**src/rtl/core/cmfs_pkg.sv**
```systemverilog
package cmfs_pkg;

    // Fixed widths of the face-local results
    localparam int COORD_W    = 17;
    localparam int FRAC_BITS  = 15;
    localparam int SIZE_W     = 13;
    localparam int TEXEL_W    = 12;
    localparam int OFFSET_W   = 24;
    localparam int FACE_W     = 3;

    // Divider layout: one stage for the integer part, then fraction bits in groups
    localparam int BITS_PER_STAGE = 3;
    localparam int DIV_STAGES     = 1 + FRAC_BITS / BITS_PER_STAGE;

    // Texel scaling widths
    localparam int PROD_W  = COORD_W + SIZE_W;
    localparam int SCALE_W = PROD_W - 16;

    typedef enum logic [FACE_W-1:0] {
        FACE_POS_X = 3'd0,
        FACE_NEG_X = 3'd1,
        FACE_POS_Y = 3'd2,
        FACE_NEG_Y = 3'd3,
        FACE_POS_Z = 3'd4,
        FACE_NEG_Z = 3'd5
    } t_face;

endpackage

```
**src/rtl/core/cmfs_div.sv**
```systemverilog
module cmfs_div
    import cmfs_pkg::*;
#(
    parameter int DW = 16
) (
    input  logic                  i_clk,
    input  logic [DIV_STAGES-1:0] i_en,
    input  logic [DW:0]           i_num,
    input  logic [DW-1:0]         i_den,
    output logic [COORD_W-1:0]    o_quot
);

    logic [DW:0]        r_rem [DIV_STAGES];
    logic [DW-1:0]      r_den [DIV_STAGES];
    logic [COORD_W-1:0] r_q   [DIV_STAGES];

    logic [DW:0]        n_rem0;
    logic [COORD_W-1:0] n_q0;
    logic [DW:0]        twice_den;

    // Integer part: numerator lies in 0 to twice the divisor
    always_comb begin
        twice_den = {i_den, 1'b0};
        n_q0      = '0;
        if (i_num >= twice_den) begin
            n_q0[COORD_W-1:FRAC_BITS] = 2'd2;
            n_rem0                    = i_num - twice_den;
        end else if (i_num >= {1'b0, i_den}) begin
            n_q0[COORD_W-1:FRAC_BITS] = 2'd1;
            n_rem0                    = i_num - {1'b0, i_den};
        end else begin
            n_rem0 = i_num;
        end
    end

    always_ff @(posedge i_clk) begin
        if (i_en[0]) begin
            r_rem[0] <= n_rem0;
            r_den[0] <= i_den;
            r_q[0]   <= n_q0;
        end
    end

    // Fraction bits: restoring long division, three bits per stage
    for (genvar k = 1; k < DIV_STAGES; k++) begin : g_stage
        localparam int HI = FRAC_BITS - 1 - (k - 1) * BITS_PER_STAGE;

        logic [DW:0]        n_rem;
        logic [COORD_W-1:0] n_q;

        always_comb begin
            n_rem = r_rem[k-1];
            n_q   = r_q[k-1];
            for (int j = 0; j < BITS_PER_STAGE; j++) begin
                n_rem = {n_rem[DW-1:0], 1'b0};
                if (n_rem >= {1'b0, r_den[k-1]}) begin
                    n_rem      = n_rem - {1'b0, r_den[k-1]};
                    n_q[HI-j]  = 1'b1;
                end
            end
        end

        always_ff @(posedge i_clk) begin
            if (i_en[k]) begin
                r_rem[k] <= n_rem;
                r_den[k] <= r_den[k-1];
                r_q[k]   <= n_q;
            end
        end
    end

    assign o_quot = r_q[DIV_STAGES-1];

endmodule

```
**src/rtl/core/cube_map_face_select.sv**
```systemverilog
// One word per cycle when the output is not stalled; eleven register stages (select, offset add, six
// divider stages, scale multiply, clamp, offset multiply) each move when free.
// Stalls at the output collapse bubbles upstream; nothing is lost or repeated.
// Reset (synchronous, active low) empties the pipeline and sets the face edge size to 16.
module cube_map_face_select
    import cmfs_pkg::*;
#(
    parameter int MAX_FACE_SIZE = 4096,
    parameter int DIR_BITS      = 16
) (
    input  logic                       i_clk,
    input  logic                       i_rst_n,
    input  logic                       i_cfg_valid,
    output logic                       o_cfg_ready,
    input  logic [SIZE_W-1:0]          i_cfg_data,
    input  logic                       i_in_valid,
    output logic                       o_in_ready,
    input  logic signed [DIR_BITS-1:0] i_dir_x,
    input  logic signed [DIR_BITS-1:0] i_dir_y,
    input  logic signed [DIR_BITS-1:0] i_dir_z,
    output logic                       o_out_valid,
    input  logic                       i_out_ready,
    output logic [FACE_W-1:0]          o_face,
    output logic [COORD_W-1:0]         o_coord_u,
    output logic [COORD_W-1:0]         o_coord_v,
    output logic [TEXEL_W-1:0]         o_texel_col,
    output logic [TEXEL_W-1:0]         o_texel_row,
    output logic [OFFSET_W-1:0]        o_texel_offset,
    output logic                       o_zero_direction
);

    localparam int NSTAGE    = 2 + DIV_STAGES + 3;
    localparam int DIV0      = 2;
    localparam int ST_M1     = DIV0 + DIV_STAGES;
    localparam int ST_M2     = ST_M1 + 1;
    localparam int ST_M3     = ST_M2 + 1;
    localparam int SIZE_RST  = (MAX_FACE_SIZE < 16) ? MAX_FACE_SIZE : 16;
    localparam int OFF_W     = 2 * SIZE_W;

    // ---------------------------------------------------------------
    // Face size register, clamped on write
    // ---------------------------------------------------------------
    logic [SIZE_W-1:0] r_size;
    logic [SIZE_W-1:0] n_size;

    always_comb begin
        if (i_cfg_data == '0) begin
            n_size = SIZE_W'(1);
        end else if (32'(i_cfg_data) > 32'(MAX_FACE_SIZE)) begin
            n_size = SIZE_W'(MAX_FACE_SIZE);
        end else begin
            n_size = i_cfg_data;
        end
    end

    always_ff @(posedge i_clk) begin
        if (!i_rst_n) begin
            r_size <= SIZE_W'(SIZE_RST);
        end else if (i_cfg_valid) begin
            r_size <= n_size;
        end
    end

    assign o_cfg_ready = 1'b1;

    // ---------------------------------------------------------------
    // Stage valids and advance chain
    // ---------------------------------------------------------------
    logic [NSTAGE-1:0] r_vld;
    logic [NSTAGE-1:0] adv;

    always_comb begin
        adv[NSTAGE-1] = ~r_vld[NSTAGE-1] | i_out_ready;
        for (int k = NSTAGE - 2; k >= 0; k--) begin
            adv[k] = ~r_vld[k] | adv[k+1];
        end
    end

    always_ff @(posedge i_clk) begin
        if (!i_rst_n) begin
            r_vld <= '0;
        end else begin
            if (adv[0]) begin
                r_vld[0] <= i_in_valid;
            end
            for (int k = 1; k < NSTAGE; k++) begin
                if (adv[k]) begin
                    r_vld[k] <= r_vld[k-1];
                end
            end
        end
    end

    assign o_in_ready  = adv[0];
    assign o_out_valid = r_vld[NSTAGE-1];

    // ---------------------------------------------------------------
    // Stage 1: major axis, face, signed minor components
    // ---------------------------------------------------------------
    logic signed [DIR_BITS:0] xs, ys, zs;
    logic signed [DIR_BITS:0] axw, ayw, azw;
    logic [DIR_BITS-1:0]      ax, ay, az;
    logic                     zero;
    t_face                    n_s1_face;
    logic [DIR_BITS-1:0]      n_s1_ma;
    logic signed [DIR_BITS:0] n_s1_sc, n_s1_tc;

    always_comb begin
        xs  = {i_dir_x[DIR_BITS-1], i_dir_x};
        ys  = {i_dir_y[DIR_BITS-1], i_dir_y};
        zs  = {i_dir_z[DIR_BITS-1], i_dir_z};
        axw = xs[DIR_BITS] ? -xs : xs;
        ayw = ys[DIR_BITS] ? -ys : ys;
        azw = zs[DIR_BITS] ? -zs : zs;
        ax  = axw[DIR_BITS-1:0];
        ay  = ayw[DIR_BITS-1:0];
        az  = azw[DIR_BITS-1:0];
        zero = (i_dir_x == '0) && (i_dir_y == '0) && (i_dir_z == '0);

        if (ax >= ay && ax >= az) begin
            n_s1_ma = ax;
            n_s1_tc = -ys;
            if (xs > 0) begin
                n_s1_face = FACE_POS_X;
                n_s1_sc   = -zs;
            end else begin
                n_s1_face = FACE_NEG_X;
                n_s1_sc   = zs;
            end
        end else if (ay >= ax && ay >= az) begin
            n_s1_ma = ay;
            n_s1_sc = xs;
            if (ys > 0) begin
                n_s1_face = FACE_POS_Y;
                n_s1_tc   = zs;
            end else begin
                n_s1_face = FACE_NEG_Y;
                n_s1_tc   = -zs;
            end
        end else begin
            n_s1_ma = az;
            n_s1_tc = -ys;
            if (zs > 0) begin
                n_s1_face = FACE_POS_Z;
                n_s1_sc   = xs;
            end else begin
                n_s1_face = FACE_NEG_Z;
                n_s1_sc   = -xs;
            end
        end

        // Zero vector: divide zero by one so every coordinate comes out zero
        if (zero) begin
            n_s1_face = FACE_NEG_X;
            n_s1_ma   = DIR_BITS'(1);
            n_s1_sc   = -(DIR_BITS+1)'(1);
            n_s1_tc   = -(DIR_BITS+1)'(1);
        end
    end

    t_face                    r_s1_face;
    logic                     r_s1_zero;
    logic [DIR_BITS-1:0]      r_s1_ma;
    logic signed [DIR_BITS:0] r_s1_sc, r_s1_tc;

    always_ff @(posedge i_clk) begin
        if (adv[0]) begin
            r_s1_face <= n_s1_face;
            r_s1_zero <= zero;
            r_s1_ma   <= n_s1_ma;
            r_s1_sc   <= n_s1_sc;
            r_s1_tc   <= n_s1_tc;
        end
    end

    // ---------------------------------------------------------------
    // Stage 2: shift minor components into 0 to twice the major
    // ---------------------------------------------------------------
    logic signed [DIR_BITS:0] ma_s;
    logic [DIR_BITS:0]        n_s2_num_u, n_s2_num_v;

    always_comb begin
        ma_s       = $signed({1'b0, r_s1_ma});
        n_s2_num_u = (DIR_BITS+1)'(r_s1_sc + ma_s);
        n_s2_num_v = (DIR_BITS+1)'(r_s1_tc + ma_s);
    end

    t_face               r_s2_face;
    logic                r_s2_zero;
    logic [DIR_BITS-1:0] r_s2_ma;
    logic [DIR_BITS:0]   r_s2_num_u, r_s2_num_v;

    always_ff @(posedge i_clk) begin
        if (adv[1]) begin
            r_s2_face  <= r_s1_face;
            r_s2_zero  <= r_s1_zero;
            r_s2_ma    <= r_s1_ma;
            r_s2_num_u <= n_s2_num_u;
            r_s2_num_v <= n_s2_num_v;
        end
    end

    // ---------------------------------------------------------------
    // Divider stages: coordinate = num * 2^15 / ma
    // ---------------------------------------------------------------
    logic [COORD_W-1:0] div_u, div_v;

    cmfs_div #(.DW(DIR_BITS)) u_div_u (
        .i_clk  (i_clk),
        .i_en   (adv[DIV0 +: DIV_STAGES]),
        .i_num  (r_s2_num_u),
        .i_den  (r_s2_ma),
        .o_quot (div_u)
    );

    cmfs_div #(.DW(DIR_BITS)) u_div_v (
        .i_clk  (i_clk),
        .i_en   (adv[DIV0 +: DIV_STAGES]),
        .i_num  (r_s2_num_v),
        .i_den  (r_s2_ma),
        .o_quot (div_v)
    );

    // Carry face and zero flag alongside the divider
    t_face r_side_face [DIV_STAGES];
    logic  r_side_zero [DIV_STAGES];

    always_ff @(posedge i_clk) begin
        if (adv[DIV0]) begin
            r_side_face[0] <= r_s2_face;
            r_side_zero[0] <= r_s2_zero;
        end
        for (int k = 1; k < DIV_STAGES; k++) begin
            if (adv[DIV0+k]) begin
                r_side_face[k] <= r_side_face[k-1];
                r_side_zero[k] <= r_side_zero[k-1];
            end
        end
    end

    // ---------------------------------------------------------------
    // M1: scale coordinates by face size
    // ---------------------------------------------------------------
    logic [PROD_W-1:0] prod_u, prod_v;

    assign prod_u = PROD_W'(div_u) * PROD_W'(r_size);
    assign prod_v = PROD_W'(div_v) * PROD_W'(r_size);

    t_face              r_m1_face;
    logic               r_m1_zero;
    logic [COORD_W-1:0] r_m1_u, r_m1_v;
    logic [SCALE_W-1:0] r_m1_tu, r_m1_tv;

    always_ff @(posedge i_clk) begin
        if (adv[ST_M1]) begin
            r_m1_face <= r_side_face[DIV_STAGES-1];
            r_m1_zero <= r_side_zero[DIV_STAGES-1];
            r_m1_u    <= div_u;
            r_m1_v    <= div_v;
            r_m1_tu   <= prod_u[PROD_W-1:16];
            r_m1_tv   <= prod_v[PROD_W-1:16];
        end
    end

    // ---------------------------------------------------------------
    // M2: clamp texel indices to size - 1
    // ---------------------------------------------------------------
    logic [SIZE_W-1:0] size_m1;
    logic [SIZE_W-1:0] n_m2_col, n_m2_row;

    always_comb begin
        size_m1  = r_size - SIZE_W'(1);
        n_m2_col = (r_m1_tu > SCALE_W'(size_m1)) ? size_m1 : r_m1_tu[SIZE_W-1:0];
        n_m2_row = (r_m1_tv > SCALE_W'(size_m1)) ? size_m1 : r_m1_tv[SIZE_W-1:0];
    end

    t_face              r_m2_face;
    logic               r_m2_zero;
    logic [COORD_W-1:0] r_m2_u, r_m2_v;
    logic [SIZE_W-1:0]  r_m2_col, r_m2_row;

    always_ff @(posedge i_clk) begin
        if (adv[ST_M2]) begin
            r_m2_face <= r_m1_face;
            r_m2_zero <= r_m1_zero;
            r_m2_u    <= r_m1_u;
            r_m2_v    <= r_m1_v;
            r_m2_col  <= n_m2_col;
            r_m2_row  <= n_m2_row;
        end
    end

    // ---------------------------------------------------------------
    // M3: linear offset and output register
    // ---------------------------------------------------------------
    logic [OFF_W-1:0] n_m3_off;

    assign n_m3_off = OFF_W'(r_m2_row) * OFF_W'(r_size) + OFF_W'(r_m2_col);

    t_face              r_m3_face;
    logic               r_m3_zero;
    logic [COORD_W-1:0] r_m3_u, r_m3_v;
    logic [SIZE_W-1:0]  r_m3_col, r_m3_row;
    logic [OFF_W-1:0]   r_m3_off;

    always_ff @(posedge i_clk) begin
        if (adv[ST_M3]) begin
            r_m3_face <= r_m2_face;
            r_m3_zero <= r_m2_zero;
            r_m3_u    <= r_m2_u;
            r_m3_v    <= r_m2_v;
            r_m3_col  <= r_m2_col;
            r_m3_row  <= r_m2_row;
            r_m3_off  <= n_m3_off;
        end
    end

    assign o_face           = r_m3_face;
    assign o_coord_u        = r_m3_u;
    assign o_coord_v        = r_m3_v;
    assign o_texel_col      = r_m3_col[TEXEL_W-1:0];
    assign o_texel_row      = r_m3_row[TEXEL_W-1:0];
    assign o_texel_offset   = r_m3_off[OFFSET_W-1:0];
    assign o_zero_direction = r_m3_zero;

    // ---------------------------------------------------------------
    // Assertions
    // ---------------------------------------------------------------
    a_size_nonzero: assert property (@(posedge i_clk) disable iff (!i_rst_n)
        r_size != '0)
        else $error("face size register holds zero");

    a_enter: assert property (@(posedge i_clk) disable iff (!i_rst_n)
        (i_in_valid && o_in_ready) |=> r_vld[0])
        else $error("accepted word missing from first stage");

    a_zero_out: assert property (@(posedge i_clk) disable iff (!i_rst_n)
        (o_out_valid && o_zero_direction) |->
            (o_face == FACE_NEG_X && o_coord_u == '0 && o_coord_v == '0
             && o_texel_offset == '0))
        else $error("zero direction gives nonzero result");

    a_coord_range: assert property (@(posedge i_clk) disable iff (!i_rst_n)
        o_out_valid |-> (o_coord_u <= COORD_W'(65536) && o_coord_v <= COORD_W'(65536)))
        else $error("coordinate above one");

    a_texel_clamp: assert property (@(posedge i_clk) disable iff (!i_rst_n)
        o_out_valid |-> (r_m3_col < r_size && r_m3_row < r_size))
        else $error("texel index not clamped to face size");

endmodule

```
**config.mk**
```make
export PLATFORM = sky130hd
export DESIGN_NAME = cube_map_face_select
export DESIGN_NICKNAME = d
export VERILOG_FILES = /design/src/rtl/core/cmfs_pkg.sv /design/src/rtl/core/cmfs_div.sv /design/src/rtl/core/cube_map_face_select.sv
export SDC_FILE = /design/constraint.sdc
export NUM_CORES = 2
export LEC_CHECK = 0
export ABC_AREA = 1
export BUFFER_PORTS_ARGS = -buffer_cell sky130_fd_sc_hd__buf_2
export CORE_ASPECT_RATIO = 0.9
export CORE_UTILIZATION = 60
export DETAILED_ROUTE_END_ITERATION = 7
export PLACE_DENSITY = 0.77
export SLEW_MARGIN = 40
export SYNTH_ARGS = -nofsm -noshare
export SYNTH_HDL_FRONTEND = slang
export SYNTH_SLANG_ARGS = --single-unit
```
**constraint.sdc**
```tcl
create_clock -name i_clk -period 35 [get_ports i_clk]
set_input_delay 7 -clock i_clk [delete_from_list [all_inputs] [get_ports i_clk]]
set_output_delay 7 -clock i_clk [all_outputs]
set_load 0.02 [all_outputs]
```
Word level (Yosys, flattened, before mapping)
Memory sizes are Yosys's and may differ from the RTL's. A register that Yosys moved wholly into a read port is not among the register bits.
Cells that the tools add are included.
{ "totals": {"memories": 8, "ram_bits": 624, "reg_bits": 344} }
{ "op_classes": {"n_reduce_logical": 8, "magnitude_cmp": 44, "bitwise_logic": 22, "mux": 101, "addsub": 41, "multipliers": 3} }
{ "memory_table": {"columns": ["name", "words", "width", "read_ports", "rd_ports_with_merged_regs", "wr", "line_no", "text"], "rows": [
  ["u_div_u.r_q", 6, 17, 6, 0, 6, "cmfs_div.sv:15", "logic [COORD_W-1:0] r_q [DIV_STAGES];"],
  ["u_div_u.r_rem", 6, 17, 5, 0, 6, "cmfs_div.sv:13", "logic [DW:0] r_rem [DIV_STAGES];"],
  ["u_div_v.r_q", 6, 17, 6, 0, 6, "cmfs_div.sv:15", null],
  ["u_div_v.r_rem", 6, 17, 5, 0, 6, "cmfs_div.sv:13", null],
  ["u_div_u.r_den", 6, 16, 5, 0, 6, "cmfs_div.sv:14", "logic [DW-1:0] r_den [DIV_STAGES];"],
  ["u_div_v.r_den", 6, 16, 5, 0, 6, "cmfs_div.sv:14", null],
  ["2 more memories", null, null, null, null, null, null, null]
]} }
{ "op_table": {"columns": ["cell", "count"], "rows": [
  ["$ge A17 B16 Y1", 32],
  ["$mux W16", 25],
  ["$mux W17", 21],
  ["$sub A16 B16 Y16", 20],
  ["$sub A17 B16 Y17", 12],
  ["$ge A16 B16 Y1", 4],
  ["$mul A17 B13 Y30", 2],
  ["$mux W13", 4],
  ["$neg A16 Y17", 3],
  ["$gt A16 B1 Y1 const B", 3],
  ["$logic_not A16 Y1", 3],
  ["$mux W1", 47],
  ["$add A17 B17 Y17", 2],
  ["$ge A17 B17 Y1", 2],
  ["$sub A17 B17 Y17", 2],
  ["$gt A14 B13 Y1", 2],
  ["$add A24 B13 Y24", 1],
  ["$mul A13 B13 Y24", 1],
  ["$gt A13 B13 Y1 const B", 1],
  ["$logic_not A13 Y1", 1],
  ["$sub A13 B1 Y13 const B", 1],
  ["$not A1 Y1", 11],
  ["$or A1 B1 Y1", 11],
  ["$mux W3", 2],
  ["2 further kinds", 6]
]} }

Logic depth before layout (Yosys ltp)
{ "logic_depth": {"ltp_word": 12, "ltp_mapped": 45} }

Modules after synthesis
Synthesis repeated with hierarchy kept, for this count alone.
{ "unflattened": {"hier_cells": 11298, "area_unflattened_um2": 86354.1} }
{ "modules_own_cells": {"columns": ["module", "cells_each", "area_each_um2", "seq_area_each_um2", "instances"], "rows": [
  ["cube_map_face_select", 4786, 39770.6, 10930.5, 1],
  ["cmfs_div (u_div_u)", 3252, 23323.6, 6516.2, 1],
  ["cmfs_div (u_div_v)", 3260, 23259.8, 6516.2, 1]
]} }

Worst setup path after synthesis
No wires, ideal clock.
{ "synth_path": {"kind": "input to output", "start": "in i_out_ready", "end": "out o_in_ready", "path_stages": 12, "t_required_ns": 28.000, "path_buffers": 0, "t_arrival_ns": 16.959, "setup_slack_ns": 11.041, "cell_sequence": "nor2_1 > inv_1 > nor2_2 > nand2_1 > nor2_1 > nand2_1 > nor2_2 > nand2_1 > nor2_1 > nand2_1 > nor2_2 > nand2_1"} }
{ "synth_via": {"elab_chain_cells": 11} }
{ "synth_lines": {"columns": ["item", "line_no", "text"], "rows": [
  ["start: declaration", "cube_map_face_select.sv:22", "input logic i_out_ready,"],
  ["$or A1 B1 Y1", "cube_map_face_select.sv:73", "adv[NSTAGE-1] = ~r_vld[NSTAGE-1] | i_out_ready;"],
  ["named net adv[10]", "cube_map_face_select.sv:70", "logic [NSTAGE-1:0] adv;"],
  ["$or A1 B1 Y1 (2 in series)", "cube_map_face_select.sv:75", "adv[k] = ~r_vld[k] | adv[k+1];"],
  ["named net adv[8]", "cube_map_face_select.sv:70", null],
  ["$or A1 B1 Y1 (2 in series)", "cube_map_face_select.sv:75", null],
  ["named net adv[6]", "cube_map_face_select.sv:70", null],
  ["$or A1 B1 Y1 (2 in series)", "cube_map_face_select.sv:75", null],
  ["named net adv[4]", "cube_map_face_select.sv:70", null],
  ["$or A1 B1 Y1 (2 in series)", "cube_map_face_select.sv:75", null],
  ["named net adv[2]", "cube_map_face_select.sv:70", null],
  ["$or A1 B1 Y1 (2 in series)", "cube_map_face_select.sv:75", null],
  ["end: declaration", "cube_map_face_select.sv:17", "output logic o_in_ready,"]
]} }
The timed path passes the listed nets, and every way through them passes these cells.

Final worst setup path
Same ends and word-level chain as after synthesis.

==> metrics.md <==
| Metric | Value |
|---|---|
| Synth top area share | 26.3% |
| Post_cts resized | 0 |
| Die area | 135000 sq um |
| Critical path fanouts, max | 70 |
| Min cycle time layout | 18.11 ns |
| Status | finished clean |
| Maximum clock rate | 55.2 MHz |
| Worst R2R Setup Slack | 27.46 ns |
| Worst slew margin | 41.9% |
| CTS buffer count | 79 |
| RSZ-0062 raised after global routing | no |
| Final worst slack | 16.89 ns |
| CP endpoint kind | primary output |
| Mapped Nets | 11600 |
| Reg2reg end | u_div_u.r_rem[3][15] |
| Clk Latency, worst-skew pair | 0.70 ns |
| Layout cell share with drive strength beyond 1 | 5.72% |
| Clk sinks | 726 |
| Root buf cell | clkbuf_16 |
| Area growth syn-to-layout | 5.93% |
| Via count | 69500 |
| Top cell types by occurrence after synthesis | nand2_1, inv_1, ha_1 |
| Worst r2r src | u_div_u.r_den[2][8] |
| GPL Wtd Cong | 0.996 |
| IO Pins | 155 |
| First-pass GRT wire length | 362000 um |
| YS warnings | 0 |
| Die Y | 348 um |
| Fin util | 64.3% |
| Port buffer count | 153 |
| Unique masters post-synth | 76 |
| MaxCap Viol Count | 0 |
| Synth Instances | 10200 |
| Crit path kind | primary input to primary output |
| CTS clk-pin slew, worst paths | 0.06 ns |
| Post-synthesis area per instance | 7.84 sq um |
| # hold bufs at CTS | 0 |
| Drt first pass iters | 6 |
| Worst EP arrival | 11.11 ns |
| Synth Flop Type | edfxtp_1 |
| Setup bufs post-CTS | 0 |
| # setup viols final | 0 |
| Crit. Startpoint | i_out_ready |
| Clk buf depth | 3 |
| Fin crit share | 51.7% |
| Largest net degree at the start of global routing | 71 |
| Vias in the first global route | 66700 |
| Initial antenna violation count | 5 |
| Effective utilization at floorplan | 60.7% |
| Register bit total from synthesis | 726 |
| Hold crit path type | register to register |
| Final nets | 11600 |
| Post-synth EDFFs | 702 |
| Post-detail-place hpwl | 185000 um |
| CTS tree | yes |
| Required time of the critical path | 28.00 ns |
| Worst-Margin Slew | 0.862 ns |
| Post-DRT Antenna Nets | 0 |
| Final Max Tran Viols | 0 |
| FF-to-FF path depth | 31 |
| Top post-synthesis cells by area | edfxtp_1, nand2_1, ha_1 |
| DR iter-0 viols | 6522 |
| Final hold vios | 0 |
| Residual DRC | 0 |
| FFs w/ async S/R, synth | 0% |
| DP Worst Slack | 16.71 ns |
| DIE WIDTH | 387 um |
| Startpoint Class | primary input |
| H-tree levels | 3 |
| Mapped Area | 80000 sq um |
| Seq/Total Area, Yosys | 26.9% |
| Setup_tns | 0 ns |
| Crit path capture | o_in_ready |
| Remaining Overflow, GRT | 0 |
| Total global-route track usage | 34.0% |
| Vias/cell | 5.78 |
| Setup Skew | 0.0402 ns |
| Cell taking the most area after synthesis | edfxtp_1 |
| Row cnt | 126 |
| Most frequent cell after synthesis | nand2_1 |
| Wire per inst | 19.2 um |
| WL final | 231000 um |
| Hold_sp | r_side_zero[3] |
| Core region area | 132000 sq um |
## registers in the layout (all words and copies together) (netlist names), 14 cells and up
register / cells
o_coord_u: 17
o_coord_v: 17
r_m1_tu: 14
r_m1_tv: 14
r_m1_u: 17
r_m1_v: 17
r_m2_u: 17
r_m2_v: 17
r_m3_off: 24
r_s1_ma: 16
r_s1_sc: 17
r_s1_tc: 17
r_s2_ma: 16
r_s2_num_u: 17
r_s2_num_v: 17
r_side_face: 18
u_div_u.r_den: 32
u_div_u.r_q: 57
u_div_u.r_rem: 80
u_div_v.r_den: 48
u_div_v.r_q: 57
u_div_v.r_rem: 80
## metal layers
layer	GRT usage, %	routed length, um	vias to the layer above
met5	0	48	-
met4	12.7	8980	8
met3	5.30	19100	511
met2	56.4	106000	2771
met1	44.8	96600	32800
li1	-	-	33400
## critical path, cell delays in order
cell	delay, ns
buf_2	0.10
nor2_1	0.20
inv_4	0.19
nor2_2	0.24
nand2_4	0.25
nor2_1	0.38
nand2_4	0.27
nor2_2	0.33
nand2_8	0.36
nor2_1	0.36
nand2_2	0.07
buf_4	0.35
nor2_2	0.25
nand2_2	0.06
buf_4	0.35
buf_2	0.27
## worst min-delay path by stage
stage,slack [ns],end,depth (start not counted)
after detailed placement,0.40,o_coord_u[14],0
after CTS,0.39,r_side_zero[4],0
after global placement,0.40,u_div_u.r_q[5][8],0
after floorplan,0.40,o_coord_u[0],0
after global routing,0.40,r_side_zero[4],0
final,0.40,r_side_zero[4],0
## through the flow
step	instances	hold slack (ns)	area, sq um
CTS	12000	0.393	84700
global placement	11900	0.401	82100
global route	12000	0.402	84800
finish	12000	0.402	84800
detailed placement	11900	0.405	82100
floorplan	10200	0.400	80000
## final cells by class
| type | instances | area, sq um |
|---|---|---|
| inverter | 1484 | 5580 |
| multi-input combinational | 7736 | 51600 |
| timing repair buffer | 204 | 1180 |
| antenna | 1 | 2.50 |
| tap | 1728 | 2160 |
| clock inverter | 45 | 538 |
| sequential | 726 | 21600 |
| fill | 11400 | 47000 |
| clock buffer | 96 | 2100 |
## kinds of logic after synthesis
kind of cell / synth area share, %
xor gates and xnor gates: 5.55
adders and majority gates: 25.3
other: 0.00469
AOI/OAI and AO/OA: 10.5
buffers and inverters: 8.60
DFF: 26.9
and+or+nand+nor: 23.2
## layout by cell type, fill, tap and decap left out, types with 291 or more instances in the layout
cell and instances:
o21ai_0 503, nor2_1 464, edfxtp_1 702, ha_1 859
nand2_1 3002, nand3_1 486, fa_1 473, a21oi_1 630
inv_1 1437, xor2_1 291
Power is not shown: default switching activity piles up to over one toggle a cycle in this logic, so the estimate is an artifact.
